==> src/design/sct_pkg.sv <==
// ----------------------------------------------------------------------------
// Sine / cosine Taylor unit package
// Shared constants, pipeline item types and elaboration-time helpers that
// derive the per-term reciprocal constants.
// ----------------------------------------------------------------------------
package sct_pkg;

   localparam int SIN_TERMS     = 14;
   localparam int COS_TERMS     = 15;
   localparam int OUT_FRAC_BITS = 30;

   // Internal working format is unsigned or signed Q52.
   localparam int FRAC_BITS   = 52;
   localparam int MAX_TERMS   = (SIN_TERMS > COS_TERMS) ? SIN_TERMS : COS_TERMS;
   localparam int NUM_STEPS   = MAX_TERMS - 1;
   localparam int ROUND_SHIFT = FRAC_BITS - OUT_FRAC_BITS;

   // 2*pi in unsigned Q8.56, and the quotient bits the reduction needs for a
   // 32-bit magnitude placed in the top of a 64-bit word.
   localparam logic [63:0] TWO_PI_Q56   = 64'h06487ED5110B4612;
   localparam int          REDUCE_STEPS = 5;

   localparam int SHIFT_W = 4;

   // Last term leaves the term chain unsummed and is added at the output.
   localparam logic FINAL_SUB     = ((MAX_TERMS - 1) % 2) == 1;
   localparam logic FINAL_USE_SIN = (MAX_TERMS - 1) < SIN_TERMS;
   localparam logic FINAL_USE_COS = (MAX_TERMS - 1) < COS_TERMS;

   typedef struct packed {
      logic               valid;
      logic               cosine;
      logic               neg;
      logic [63:0]        x2;
      logic [63:0]        t;
      logic signed [63:0] sum;
   } item_type;

   typedef struct packed {
      logic        valid;
      logic        cosine;
      logic        neg;
      logic [63:0] rem;
   } red_type;

   typedef struct packed {
      logic               sub;
      logic               use_sin;
      logic               use_cos;
      logic [63:0]        m_sin;
      logic [63:0]        m_cos;
      logic [SHIFT_W-1:0] l_sin;
      logic [SHIFT_W-1:0] l_cos;
   } term_ctl_type;

   function automatic int ceil_log2(input int d);
      int l;
      l = 0;
      for (int i = 0; i < 16; i++) begin
         if ((1 << i) < d) begin
            l = i + 1;
         end
      end
      return l;
   endfunction

   // Fractional part of ceil(2^(64+l) / d), the integer part being 2^64.
   function automatic logic [63:0] recip_frac(input int d);
      logic [79:0] num;
      logic [79:0] quo;
      logic [15:0] rem;
      logic [15:0] dv;
      int          l;
      l   = ceil_log2(d);
      num = 80'd1 << (64 + l);
      quo = '0;
      rem = '0;
      dv  = 16'(d);
      for (int i = 79; i >= 0; i--) begin
         rem = {rem[14:0], num[i]};
         if (rem >= dv) begin
            rem    = rem - dv;
            quo[i] = 1'b1;
         end
      end
      if (rem != '0) begin
         quo = quo + 80'd1;
      end
      return quo[63:0];
   endfunction

   // Constants for the term step that forms term j from term j-1.
   function automatic term_ctl_type term_ctl(input int j);
      int           ds;
      int           dc;
      term_ctl_type c;
      ds        = (2 * j + 1) * (2 * j);
      dc        = (2 * j) * (2 * j - 1);
      c.sub     = ((j - 1) % 2) == 1;
      c.use_sin = (j - 1) < SIN_TERMS;
      c.use_cos = (j - 1) < COS_TERMS;
      c.m_sin   = recip_frac(ds);
      c.m_cos   = recip_frac(dc);
      c.l_sin   = SHIFT_W'(ceil_log2(ds));
      c.l_cos   = SHIFT_W'(ceil_log2(dc));
      return c;
   endfunction

endpackage

==> src/design/sct_reduce.sv <==
// ----------------------------------------------------------------------------
// Angle range reduction
// Takes the magnitude of the angle and removes multiples of 2*pi with one
// restoring compare-and-subtract per pipeline stage.
// ----------------------------------------------------------------------------
module sct_reduce import sct_pkg::*; (
   input  logic               clock,
   input  logic               reset,
   input  logic               in_valid,
   input  logic               in_cosine,
   input  logic signed [31:0] in_angle,
   output red_type            out
);

   red_type     stage_ff [REDUCE_STEPS+1];
   red_type     stage_in [REDUCE_STEPS+1];
   logic [31:0] mag;

   always_comb begin
      mag = in_angle[31] ? (~in_angle + 32'd1) : in_angle;
      stage_in[0].valid  = in_valid;
      stage_in[0].cosine = in_cosine;
      stage_in[0].neg    = in_angle[31];
      stage_in[0].rem    = {mag, 32'b0};
      for (int k = 1; k <= REDUCE_STEPS; k++) begin
         stage_in[k] = stage_ff[k-1];
         if (stage_ff[k-1].rem >= (TWO_PI_Q56 << (REDUCE_STEPS - k))) begin
            stage_in[k].rem = stage_ff[k-1].rem - (TWO_PI_Q56 << (REDUCE_STEPS - k));
         end
      end
   end

   always_ff @(posedge clock) begin
      for (int k = 0; k <= REDUCE_STEPS; k++) begin
         stage_ff[k] <= stage_in[k];
      end
      if (reset) begin
         for (int k = 0; k <= REDUCE_STEPS; k++) begin
            stage_ff[k].valid <= 1'b0;
         end
      end
   end

   assign out = stage_ff[REDUCE_STEPS];

endmodule

==> config.mk <==
export PLATFORM = sky130hd
export DESIGN_NAME = sct_reduce
export DESIGN_NICKNAME = d
export VERILOG_FILES = /design/src/design/sct_pkg.sv /design/src/design/sct_reduce.sv
export SDC_FILE = /design/constraint.sdc
export NUM_CORES = 1
export LEC_CHECK = 0
export BUFFER_PORTS_ARGS = -buffer_cell sky130_fd_sc_hd__clkbuf_2
export CELL_PAD_IN_SITES_DETAIL_PLACEMENT = 0
export CELL_PAD_IN_SITES_GLOBAL_PLACEMENT = 1
export CORE_ASPECT_RATIO = 0.7
export CORE_MARGIN = 4
export CORE_UTILIZATION = 50
export CTS_CLUSTER_DIAMETER = 100
export DETAILED_ROUTE_END_ITERATION = 10
export PLACE_DENSITY_LB_ADDON = 0.3
export SLEW_MARGIN = 30
export SYNTH_ARGS = -nofsm -noshare
export SYNTH_HDL_FRONTEND = slang
export SYNTH_SLANG_ARGS = --single-unit
export TNS_END_PERCENT = 30
==> constraint.sdc <==
create_clock -name clock -period 5.5 [get_ports clock]
set_clock_uncertainty 0.05 [all_clocks]
set_input_delay 0 -clock clock [delete_from_list [all_inputs] [get_ports clock]]
set_output_delay 0 -clock clock [all_outputs]
set_load 0.02 [all_outputs]
==> results by group <==
Finish
  • Largest regs: stage_ff x313
  • Register area: 6270 µm²
  • Layout Utilization: 0.608
  • Fraction of layout cells with a size suffix above 1: 0.118
  • Footprint of the multi-input gates: 6730 µm²
  • Ant diodes: 0
  • Layout Cells excl Fill: 1,954
  • Layout fillers: 2,243
  • Top reg by flops: stage_ff
  • Fin nets: 1,625
  • Max FFs per register: 313
  • Syn-to-layout area delta: 18.7%

Clock network
  • Clock-pin slew on the worst setup and hold paths: 0.06 ns
  • Clk root buf: clkbuf_16
  • Longest Clk Path Bufs: 3
  • Inserted Clock Buffers: 29
  • Post-CTS sizing: 0
  • CTS tree: done
  • H-tree lvl count: 1
  • Clk_lat worst skew: 0.54 ns
  • CTS sink cnt: 313

Global routing
  • GRT Util Overall: 0.213
  • Global-route wire length before repair: 52,400 µm
  • Met1 Use GR: 0.321
  • GR Overflow Total: 0
  • M3 GR Usage: 0.0321
  • Vias in the first global route: 10.2k
  • Initial antenna violation count: 0
  • Pin count of the biggest net entering global routing: 34
  • Grt met2 use: 0.329
  • Top Usage Layer GRT: met2

Critical path
  • Critical path's slowest cell: or4_1
  • CP arrival: 4.19 ns
  • Crit-path max cell delay: 0.72 ns
  • Worst-path fanout max: 31
  • CP Launch Type: register
  • Crit Path Class: register to register
  • Critical-path cell list: or4_1, nor4_1, o2111ai_1, a211oi_1, nor3_2, inv_2, o311ai_0, xnor2_1
  • Critical Path Sink Type: register
  • Critical Path RT: 5.86 ns

Timing
  • Tmin final: 3.83 ns
  • RSZ-0062 raised after global routing: no
  • Fmax: 261 MHz
  • Setup violators final: 0
  • Slew Limit Fails: 0
  • Relative slew slack: 0.381
  • Slew @ Worst Pin: 0.920 ns
  • Total Negative Setup Slacks: 0 ns
  • Hold Violations, Final: 0
  • Final worst path period share: 0.697

Floorplan
  • IO Pins: 103
  • Die area: 29,300 µm²
  • Initial core utilization: 0.513
  • Die Ht: 144 µm
  • # rows: 49
  • Die Width: 203 µm
  • Core area: 25,900 µm²

Synthesis
  • Area share of the largest cell type after synthesis: 0.471
  • Unique masters post-synth: 69
  • #FFs+latches synth: 313
  • Post-synth ARST share: 0
  • Leading post-synthesis cells by cell area: dfxtp_1, xnor2_1, xor2_1
  • Sequential fraction of the synthesis area: 0.471
  • Post-synth net total: 1,469
  • Post-Syn Area: 13,300 µm²
  • Cell taking the most area after synthesis: dfxtp_1
  • Post-Syn Instances: 1,423
  • Mean post-synth cell area: 9.34 µm²
  • Post-synth EDFFs: 0
  • Ys Warns: 0
  • Main flop type after synthesis: dfxtp_1

Worst hold path
  • Hold Path Class: input pin to register

Placement
  • GPL Wtd Cong: 0.939
  • Placed cells: 1,843
  • HPWL Detailed: 22,600 µm
  • Port bufs: 101

Detailed routing
  • Routed length per placed instance: 16.0 µm
  • Initial DRC count: 701
  • Via count: 10.8k
  • Post-route antenna net violation count: 0
  • Post-route DRC: 0
  • DR vias/cell: 5.52
  • WL final: 31,300 µm
  • First-pass DRT Iterations: 5

Power and ir drop
  • Maximum vdd drop: 0.000356 V
  • Pwr Density: 651 nW/µm²
  • Leakage: 6.40 nW

Flow run
  • Max-Cap Viols: 0

Run status
  • Status: complete, no violations
## Yosys cell counts (6+ instances only)
cell type and n:
dfxtp_1 313, xnor2_1 139, nand2_1 109, xor2_1 109, nor2_1 99, o21ai_0 82, nor3_1 63, a21oi_1 59
nand3_1 44, inv_1 40, clkbuf_1 36, nor4_1 22, a211oi_1 18, o31ai_1 17, or3_1 16, o21a_1 15
nand2b_1 13, nor2b_1 13, a21o_1 11, a2111oi_0 10, and3_1 10, ha_1 10, nand4_1 10, o211ai_1 10
a31oi_1 9, and2_1 9, or2_2 9, or4_1 9, nand3b_1 7, nor3b_1 7, a21boi_0 6, buf_1 6
## repair_timing
action,CTS,global route
endpoints found under the hold margin,40,0
hold buffers,62,0
setup buffers,0,0
## where the power goes
group / internal, mW / leakage (nW) / switching (mW)
sequential: 3.29 / 2.64 / 1.01
clock: 1.30 / 0.498 / 0.822
combinational: 1.69 / 3.26 / 2.16
total: 6.28 / 6.40 / 3.99
## final cells by class
| class | count | area share |
|---|---|---|
| clock buffer | 41 | 0.0539 |
| tap | 357 | 0.0283 |
| multi-input combinational | 1026 | 0.426 |
| timing repair buffer | 168 | 0.0738 |
| clock inverter | 8 | 0.0106 |
| sequential | 313 | 0.397 |
| inverter | 41 | 0.00975 |
## cells by family (layout without fill, tap and decap cells)
kind of cell,after synthesis,count (layout),synth area share
fa+ha+maj,10,10,0.00941
mux,7,7,0.00555
other cells,1,1,0.000282
flops,313,313,0.471
simple gates,466,466,0.179
compound gates,294,294,0.147
xor+xnor,248,248,0.163
buf+inv,84,258,0.0240
## path summary, 6_finish.rpt
check / slack [ns] / from / endpoint / cells past startpoint
min: 0.06 / in_cosine / stage_ff[0][65] / 2
max: 1.67 / stage_ff[3][50] / stage_ff[4][62] / 8
min reg2reg: 0.28 / stage_ff[2][64] / stage_ff[3][64] / 0
max reg2reg: 1.67 / stage_ff[3][50] / stage_ff[4][62] / 8
## routing by layer
layer / up-vias / wire [µm]
met2: 257 / 13300
li1: 5315 / -
met1: 5191 / 15900
met3: 28 / 1800
met4: 0 / 340
met5: - / 0
## worst max-delay path, delay by kind of cell (launching register included)
family	cells	cell delay (ns)
AND/OR/NAND/NOR	3	1.49
AO/OA/AOI/OAI	3	1.22
buffers and inverters	1	0.43
flip-flops	1	0.33
XOR/XNOR	1	0.19
## layout by cell type, fill, tap and decap left out, types with 6 or more instances in the layout
cell type | synthesis | layout
inv_1 | 40 | 37
a21oi_1 | 59 | 59
or3_1 | 16 | 16
a2111oi_0 | 10 | 9
nor2_1 | 99 | 99
o21ai_0 | 82 | 82
a31oi_1 | 9 | 9
o21a_1 | 15 | 15
a211oi_1 | 18 | 18
clkbuf_8 | 0 | 8
nand3b_1 | 7 | 7
o211ai_1 | 10 | 10
or4_1 | 9 | 9
clkbuf_2 | 0 | 101
nor3_1 | 63 | 61
nor3b_1 | 7 | 7
ha_1 | 10 | 10
and2_1 | 9 | 9
clkbuf_16 | 0 | 29
and3_1 | 10 | 10
xnor2_1 | 139 | 139
nand2b_1 | 13 | 13
nand4_1 | 10 | 10
o31ai_1 | 17 | 17
dlygate4sd3_1 | 0 | 62
xor2_1 | 109 | 109
nand3_1 | 44 | 44
dfxtp_1 | 313 | 313
nor4_1 | 22 | 22
a21boi_0 | 6 | 6
nand2_1 | 109 | 109
a21o_1 | 11 | 11
nor2b_1 | 13 | 13
or2_2 | 9 | 9
## per-stage QoR
step / instance area [µm²] / setup WS, ns / power (mW) / hold slack (ns)
2_1_floorplan: 13300 / 2.54 / 6.98 / -0.0223
3_3_place_gp: 14100 / 1.41 / 8.07 / 0.0555
4_1_cts: 15800 / 1.44 / 10.3 / 0.0240
6_report: 15800 / 1.67 / 10.3 / 0.0637
5_1_grt: 15800 / 1.34 / 11.0 / 0.0534
3_5_place_dp: 14100 / 1.47 / 8.10 / 0.0544
No activity file was read; power rests on OpenSTA's default activity.
