$ cat config.mk
export PLATFORM = sky130hd
export DESIGN_NAME = sct_output
export DESIGN_NICKNAME = d
export VERILOG_FILES = /design/src/design/sct_pkg.sv /design/src/design/sct_output.sv
export SDC_FILE = /design/constraint.sdc
export NUM_CORES = 1
export LEC_CHECK = 0
export BUFFER_PORTS_ARGS = -buffer_cell sky130_fd_sc_hd__buf_2
export CAP_MARGIN = 10
export CORE_MARGIN = 3
export CORE_UTILIZATION = 55
export DETAILED_ROUTE_END_ITERATION = 6
export GPL_ROUTABILITY_DRIVEN = 0
export PLACE_DENSITY = 0.81
export SLEW_MARGIN = 20
export SYNTH_ARGS = -nofsm -noshare
export SYNTH_HDL_FRONTEND = slang
export SYNTH_SLANG_ARGS = --single-unit
$ cat constraint.sdc
create_clock -name clock -period 4.1 [get_ports clock]
set_input_delay 0 -clock clock [delete_from_list [all_inputs] [get_ports clock]]
set_output_delay 0 -clock clock [all_outputs]
set_load 0.005 [all_outputs]
$ cat src/design/sct_pkg.sv
// ----------------------------------------------------------------------------
// Sine / cosine Taylor unit package
// Shared constants, pipeline item types and elaboration-time helpers that
// derive the per-term reciprocal constants.
// ----------------------------------------------------------------------------
package sct_pkg;

   localparam int SIN_TERMS     = 14;
   localparam int COS_TERMS     = 15;
   localparam int OUT_FRAC_BITS = 30;

   // Internal working format is unsigned or signed Q52.
   localparam int FRAC_BITS   = 52;
   localparam int MAX_TERMS   = (SIN_TERMS > COS_TERMS) ? SIN_TERMS : COS_TERMS;
   localparam int NUM_STEPS   = MAX_TERMS - 1;
   localparam int ROUND_SHIFT = FRAC_BITS - OUT_FRAC_BITS;

   // 2*pi in unsigned Q8.56, and the quotient bits the reduction needs for a
   // 32-bit magnitude placed in the top of a 64-bit word.
   localparam logic [63:0] TWO_PI_Q56   = 64'h06487ED5110B4612;
   localparam int          REDUCE_STEPS = 5;

   localparam int SHIFT_W = 4;

   // Last term leaves the term chain unsummed and is added at the output.
   localparam logic FINAL_SUB     = ((MAX_TERMS - 1) % 2) == 1;
   localparam logic FINAL_USE_SIN = (MAX_TERMS - 1) < SIN_TERMS;
   localparam logic FINAL_USE_COS = (MAX_TERMS - 1) < COS_TERMS;

   typedef struct packed {
      logic               valid;
      logic               cosine;
      logic               neg;
      logic [63:0]        x2;
      logic [63:0]        t;
      logic signed [63:0] sum;
   } item_type;

   typedef struct packed {
      logic        valid;
      logic        cosine;
      logic        neg;
      logic [63:0] rem;
   } red_type;

   typedef struct packed {
      logic               sub;
      logic               use_sin;
      logic               use_cos;
      logic [63:0]        m_sin;
      logic [63:0]        m_cos;
      logic [SHIFT_W-1:0] l_sin;
      logic [SHIFT_W-1:0] l_cos;
   } term_ctl_type;

   function automatic int ceil_log2(input int d);
      int l;
      l = 0;
      for (int i = 0; i < 16; i++) begin
         if ((1 << i) < d) begin
            l = i + 1;
         end
      end
      return l;
   endfunction

   // Fractional part of ceil(2^(64+l) / d), the integer part being 2^64.
   function automatic logic [63:0] recip_frac(input int d);
      logic [79:0] num;
      logic [79:0] quo;
      logic [15:0] rem;
      logic [15:0] dv;
      int          l;
      l   = ceil_log2(d);
      num = 80'd1 << (64 + l);
      quo = '0;
      rem = '0;
      dv  = 16'(d);
      for (int i = 79; i >= 0; i--) begin
         rem = {rem[14:0], num[i]};
         if (rem >= dv) begin
            rem    = rem - dv;
            quo[i] = 1'b1;
         end
      end
      if (rem != '0) begin
         quo = quo + 80'd1;
      end
      return quo[63:0];
   endfunction

   // Constants for the term step that forms term j from term j-1.
   function automatic term_ctl_type term_ctl(input int j);
      int           ds;
      int           dc;
      term_ctl_type c;
      ds        = (2 * j + 1) * (2 * j);
      dc        = (2 * j) * (2 * j - 1);
      c.sub     = ((j - 1) % 2) == 1;
      c.use_sin = (j - 1) < SIN_TERMS;
      c.use_cos = (j - 1) < COS_TERMS;
      c.m_sin   = recip_frac(ds);
      c.m_cos   = recip_frac(dc);
      c.l_sin   = SHIFT_W'(ceil_log2(ds));
      c.l_cos   = SHIFT_W'(ceil_log2(dc));
      return c;
   endfunction

endpackage

$ cat src/design/sct_output.sv
// ----------------------------------------------------------------------------
// Result formatting
// Adds the last term when the operation uses it, applies the odd symmetry of
// sine, rounds to the output format and saturates to 32 bits.
// ----------------------------------------------------------------------------
module sct_output import sct_pkg::*; (
   input  logic               clock,
   input  logic               reset,
   input  item_type           in,
   output logic               out_valid,
   output logic signed [31:0] out_value
);

   logic               s1_valid_ff, s2_valid_ff, s3_valid_ff, s4_valid_ff;
   logic               s1_flip_ff;
   logic signed [63:0] s1_sum_ff, s2_sum_ff, s3_val_ff;
   logic signed [31:0] s4_value_ff;
   logic signed [63:0] s1_sum_in;
   logic signed [63:0] s3_val_in;
   logic signed [31:0] s4_value_in;
   logic               used;

   always_comb begin
      used      = in.cosine ? FINAL_USE_COS : FINAL_USE_SIN;
      s1_sum_in = in.sum;
      if (used) begin
         s1_sum_in = FINAL_SUB ? (in.sum - signed'(in.t)) : (in.sum + signed'(in.t));
      end
   end

   if (ROUND_SHIFT > 0) begin : g_round
      localparam logic signed [63:0] HALF = 64'sd1 <<< (ROUND_SHIFT - 1);
      assign s3_val_in = (s2_sum_ff + HALF) >>> ROUND_SHIFT;
   end else if (ROUND_SHIFT < 0) begin : g_scale
      localparam int                 UP  = -ROUND_SHIFT;
      localparam logic signed [63:0] LIM = 64'sd1 <<< FRAC_BITS;
      logic signed [63:0] clamped;
      always_comb begin
         clamped = s2_sum_ff;
         if (s2_sum_ff > LIM) begin
            clamped = LIM;
         end
         if (s2_sum_ff < -LIM) begin
            clamped = -LIM;
         end
      end
      assign s3_val_in = clamped <<< UP;
   end else begin : g_same
      assign s3_val_in = s2_sum_ff;
   end

   always_comb begin
      if (s3_val_ff > 64'sd2147483647) begin
         s4_value_in = 32'sh7FFFFFFF;
      end else if (s3_val_ff < -64'sd2147483648) begin
         s4_value_in = 32'sh80000000;
      end else begin
         s4_value_in = s3_val_ff[31:0];
      end
   end

   always_ff @(posedge clock) begin
      s1_valid_ff <= in.valid;
      s1_flip_ff  <= in.neg & ~in.cosine;
      s1_sum_ff   <= s1_sum_in;
      s2_valid_ff <= s1_valid_ff;
      s2_sum_ff   <= s1_flip_ff ? -s1_sum_ff : s1_sum_ff;
      s3_valid_ff <= s2_valid_ff;
      s3_val_ff   <= s3_val_in;
      s4_valid_ff <= s3_valid_ff;
      s4_value_ff <= s4_value_in;
      if (reset) begin
         s1_valid_ff <= 1'b0;
         s2_valid_ff <= 1'b0;
         s3_valid_ff <= 1'b0;
         s4_valid_ff <= 1'b0;
      end
   end

   assign out_valid = s4_valid_ff;
   assign out_value = s4_value_ff;

endmodule

==> flow_results.xml <==
<?xml version="1.0" encoding="UTF-8"?>
<metrics>
  <group name="global_routing">
    <metric name="grt_util_met3" unit="%">5.46</metric>
    <metric name="met1_use_gr" unit="%">29.5</metric>
    <metric name="antenna_violations_before_repair" unit="">0</metric>
    <metric name="global_route.peak_usage_layer" unit="">met2</metric>
    <metric name="grt_overflow_total" unit="">0</metric>
    <metric name="groute.layer.met2.usage" unit="%">41.3</metric>
    <metric name="grt_max_degree" unit="">44</metric>
    <metric name="globalRouteTotalUtil" unit="%">24.7</metric>
    <metric name="via_count_of_the_first_global_routing_pass" unit="">8691</metric>
    <metric name="grt_first_pass_wirelength" unit="mm">40.3</metric>
  </group>
  <group name="yosys">
    <metric name="post_synth_fa_ha_maj_area_fraction" unit="%">8.14</metric>
    <metric name="synth.area.top_cells" unit="">sky130_fd_sc_hd__dfxtp_1, sky130_fd_sc_hd__xnor2_1, sky130_fd_sc_hd__ha_1</metric>
    <metric name="synth.top_cell.area_share" unit="%">36.9</metric>
    <metric name="yosysWarningCount" unit="">0</metric>
    <metric name="ys_ff_latch" unit="">186</metric>
    <metric name="muxShareOfSynthArea" unit="%">5.81</metric>
    <metric name="post_synth_xor_area_fraction" unit="%">12.0</metric>
    <metric name="ys.flop_type" unit="">sky130_fd_sc_hd__dfxtp_1</metric>
    <metric name="syn-mean-instance-area" unit="µm²">9.09</metric>
    <metric name="synth_nets" unit="">1371</metric>
    <metric name="library_cell_with_the_highest_instance_count_after_synthesis" unit="">sky130_fd_sc_hd__dfxtp_1</metric>
    <metric name="synth_top_cells_by_count" unit="">sky130_fd_sc_hd__dfxtp_1, sky130_fd_sc_hd__xnor2_1, sky130_fd_sc_hd__nand2_1</metric>
    <metric name="synthCells" unit="">1109</metric>
    <metric name="synth.largest_area_cell" unit="">sky130_fd_sc_hd__dfxtp_1</metric>
    <metric name="ys_async_sr_fraction" unit="%">0</metric>
    <metric name="synth_top_family_by_area" unit="">compound AO/OA/AOI/OAI gates</metric>
    <metric name="yosysSeqAreaShare" unit="%">36.9</metric>
    <metric name="post_synth_num_cell_types" unit="">65</metric>
    <metric name="synth-compound-area-share" unit="%">18.5</metric>
    <metric name="synth-simple-area-share" unit="%">16.0</metric>
    <metric name="synth_edf_count" unit="">0</metric>
    <metric name="syn-cell-area" unit="µm²">10100</metric>
  </group>
  <group name="critical_path">
    <metric name="crit_start_category" unit="">flip-flop</metric>
    <metric name="worst-r2r-setup-slack" unit="ns">0.22</metric>
    <metric name="crit_path_max_incr_delay" unit="ns">0.61</metric>
    <metric name="critical_path.reg2reg.startpoint" unit="">s1_sum_ff[20]</metric>
    <metric name="cell_at_the_slowest_stage_of_the_critical_path" unit="">sky130_fd_sc_hd__or4_1</metric>
    <metric name="worst_r2r_path_cells" unit="">10</metric>
    <metric name="worst-setup-path-type" unit="">reg2reg</metric>
    <metric name="critical_path.cell_chain" unit="">nor4_1 -&gt; nand4_1 -&gt; nor4_2 -&gt; or4b_4 -&gt; nor4_4 -&gt; nand4b_1 -&gt; or4_1 -&gt; or3_4 -&gt; o21ai_2 -&gt; xnor2_1</metric>
    <metric name="critical_path_required" unit="ns">4.46</metric>
    <metric name="worstSetupEndpointType" unit="">flip-flop</metric>
    <metric name="timing.rr.end" unit="">s2_sum_ff[63]</metric>
    <metric name="crit_arrival" unit="ns">4.24</metric>
    <metric name="crit_path_max_fanout" unit="">10</metric>
  </group>
  <group name="die">
    <metric name="num_rows" unit="">48</metric>
    <metric name="start_util" unit="%">57.3</metric>
    <metric name="core" unit="µm²">17600</metric>
    <metric name="floorplan_die_height" unit="µm">141</metric>
    <metric name="die_width" unit="µm">141</metric>
    <metric name="ios" unit="">230</metric>
    <metric name="fp.dieArea" unit="µm²">20000</metric>
  </group>
  <group name="clock_network">
    <metric name="clk_tree_root_cell" unit="">sky130_fd_sc_hd__clkbuf_16</metric>
    <metric name="cts_buffer_depth" unit="">2</metric>
    <metric name="cts.reportedPaths.clkPinSlew" unit="ns">0.07</metric>
    <metric name="cts_tree" unit="">yes</metric>
    <metric name="tritoncts.num_buffers" unit="">17</metric>
    <metric name="clock_tree.htree_level_count" unit="">4</metric>
    <metric name="numClockSinks" unit="">186</metric>
    <metric name="insertion_delay" unit="ns">0.43</metric>
    <metric name="cts_setup_buffers" unit="">0</metric>
  </group>
  <group name="sta">
    <metric name="final_period_minus_worst_setup_slack" unit="ns">3.88</metric>
    <metric name="timing.final.setup_violations" unit="">0</metric>
    <metric name="post_route_fraction_of_the_period_consumed_by_the_critical_path" unit="%">94.5</metric>
    <metric name="slew-limit-headroom" unit="%">31.8</metric>
    <metric name="rsz_0062_raised_after_global_routing" unit="">false</metric>
    <metric name="worst_slew_pin_slew" unit="ns">1.02</metric>
    <metric name="finalClockSkew" unit="ns">0.0128</metric>
    <metric name="max_freq" unit="GHz">0.258</metric>
    <metric name="finalSetupTns" unit="ns">0</metric>
    <metric name="slew_violations" unit="">0</metric>
    <metric name="report.final.hold_viol_count" unit="">0</metric>
  </group>
  <group name="power">
    <metric name="power.combinational.fraction" unit="%">24.4</metric>
    <metric name="power.switching_fraction" unit="%">29.6</metric>
    <metric name="power_switching" unit="µW">1570</metric>
    <metric name="static-leakage-power" unit="µW">0.00535</metric>
    <metric name="seq_power_share" unit="%">45.4</metric>
    <metric name="internal-power" unit="µW">3740</metric>
    <metric name="power_frac_clock" unit="%">30.2</metric>
    <metric name="power.density" unit="nW/µm²">430</metric>
    <metric name="ir_worst_vdd" unit="mV">0.441</metric>
  </group>
  <group name="status">
    <metric name="result_of_the_run" unit="">finished, final reports clean</metric>
  </group>
  <group name="min_path">
    <metric name="holdCritPathClass" unit="">in2reg</metric>
    <metric name="hold_path_startpoint" unit="">in[127]</metric>
    <metric name="worstHoldEndpoint" unit="">s1_sum_ff[63]</metric>
    <metric name="timing.hold.worst_path_depth" unit="">4</metric>
  </group>
  <group name="final_layout">
    <metric name="fillerInstances" unit="">1338</metric>
    <metric name="design.final.nets" unit="">1580</metric>
    <metric name="antenna-diode-count" unit="">0</metric>
    <metric name="syn2layout_area_growth" unit="%">22.4</metric>
    <metric name="register_area" unit="µm²">3720</metric>
    <metric name="multiInputGateArea" unit="µm²">6110</metric>
    <metric name="post_route_cells_drive_above_1_share" unit="%">20.2</metric>
    <metric name="finalCoreUtilization" unit="%">70.1</metric>
  </group>
  <group name="placed_design">
    <metric name="port_buffers" unit="">165</metric>
    <metric name="detailedPlacementHpwl" unit="mm">17.9</metric>
  </group>
  <group name="detailed_routing">
    <metric name="vias" unit="">8743</metric>
    <metric name="drt-wirelength-per-cell" unit="µm">16.0</metric>
    <metric name="wl" unit="mm">24.9</metric>
    <metric name="detail_route.iter0.violations" unit="">461</metric>
    <metric name="routed_via_density" unit="">5.62</metric>
    <metric name="route.detailed.drc" unit="">0</metric>
    <metric name="drtAntennaViolNets" unit="">0</metric>
    <metric name="drt-pass1-iter-count" unit="">7</metric>
  </group>
  <group name="flow_run">
    <metric name="drv.max_cap_violation_count" unit="">0</metric>
  </group>
</metrics>
## through the flow
step                power [µW]  setup slack, ns  cell area, µm²  std cells  hold WS, ns
floorplan                 3270             1.04           10100       1109       0.0716
global placement          3620            0.414           11100       1454        0.204
detailed placement        3650            0.299           11100       1454        0.210
CTS                       5310            0.225           12300       1555       0.0286
global route              5580           0.0156           12300       1555       0.0703
finish                    5310            0.224           12300       1555       0.0342
## repair_timing
action	CTS	global route
resized for setup	0	2
hold buffers	70	0
endpoints found under the hold margin	69	0
setup endpoints to repair	0	2
## power groups by stage
stage	clock (µW)	combinational (µW)	sequential, µW
after floorplan	0	858	2410
after global placement	0	1190	2430
after detailed placement	0	1210	2440
after CTS	1630	1280	2410
after global routing	1700	1430	2450
final	1600	1300	2410
## worst max path at each step
stage	start	end	slack, ns	cells past startpoint
after floorplan	s1_sum_ff[20]	s2_sum_ff[63]	1.04	11
after CTS	s1_sum_ff[20]	s2_sum_ff[63]	0.22	10
after global routing	s1_sum_ff[19]	s2_sum_ff[63]	0.02	10
final	s1_sum_ff[20]	s2_sum_ff[63]	0.22	10
after global placement	s1_sum_ff[20]	s2_sum_ff[63]	0.41	10
after detailed placement	s1_sum_ff[20]	s2_sum_ff[63]	0.30	10
## logic make-up after synthesis
| group | count (synthesis) |
|---|---|
| and+or+nand+nor | 315 |
| DFF | 186 |
| AOI/OAI and AO/OA | 282 |
| adders and majority gates | 65 |
| xor gates and xnor gates | 138 |
| buffers and inverters | 71 |
| muxes | 52 |
## cell type report
type,count,share of cell area (%)
inverters,21,0.639
clock buffers,20,3.62
multi-input cells,852,49.5
flip-flops and latches,186,30.2
well taps,225,2.28
clock inverters,11,1.06
repair buffers,240,12.7
## sequential cells by signal, summed over array words and instances (netlist names)
name / cells
s3_val_ff: 42
s1_flip_ff: 1
s3_valid_ff: 1
s2_sum_ff: 43
s2_valid_ff: 1
out_valid: 1
s1_sum_ff: 64
out_value: 32
s1_valid_ff: 1
## worst max-delay path: cells and delay by family (launching register included)
family	cells	cell delay (ns)
and+or+nand+nor	8	3.26
xor gates and xnor gates	1	0.12
AOI/OAI and AO/OA	1	0.13
DFF	1	0.30
## routing by layer
metal	vias to the layer above	part of all wire, %
li1	4417	-
met1	3925	42
met2	317	47
met3	84	6.0
met4	0	4.7
met5	-	0
## cells in the final DEF, fill, tap and decap left out, types with 4 or more instances in the layout
cell,Yosys,routed
sky130_fd_sc_hd__dfxtp_1,186,186
sky130_fd_sc_hd__mux2_2,52,52
sky130_fd_sc_hd__nand2b_1,5,5
sky130_fd_sc_hd__buf_4,0,5
sky130_fd_sc_hd__a21o_1,71,71
sky130_fd_sc_hd__or3_1,9,9
sky130_fd_sc_hd__xor2_1,30,30
sky130_fd_sc_hd__and4_1,4,4
sky130_fd_sc_hd__o21bai_1,17,17
sky130_fd_sc_hd__buf_2,1,165
sky130_fd_sc_hd__or2_2,7,7
sky130_fd_sc_hd__xnor2_1,108,108
sky130_fd_sc_hd__nand2_1,83,83
sky130_fd_sc_hd__and3_1,14,14
sky130_fd_sc_hd__o21ai_0,46,46
sky130_fd_sc_hd__ha_1,64,64
sky130_fd_sc_hd__inv_6,0,4
sky130_fd_sc_hd__a211oi_1,10,10
sky130_fd_sc_hd__inv_1,21,21
sky130_fd_sc_hd__dlygate4sd3_1,0,70
sky130_fd_sc_hd__nand3_1,43,43
sky130_fd_sc_hd__clkbuf_16,0,17
sky130_fd_sc_hd__o21a_1,4,4
sky130_fd_sc_hd__nor2b_1,12,12
sky130_fd_sc_hd__o31ai_1,14,13
sky130_fd_sc_hd__nor2_1,54,54
sky130_fd_sc_hd__nand4_1,32,32
sky130_fd_sc_hd__a21oi_1,71,71
sky130_fd_sc_hd__or4_1,5,5
sky130_fd_sc_hd__and2_1,6,6
sky130_fd_sc_hd__nor3_1,20,20
sky130_fd_sc_hd__nor4_1,9,9
sky130_fd_sc_hd__o41ai_1,7,7
No activity file was read; power rests on OpenSTA's default activity.
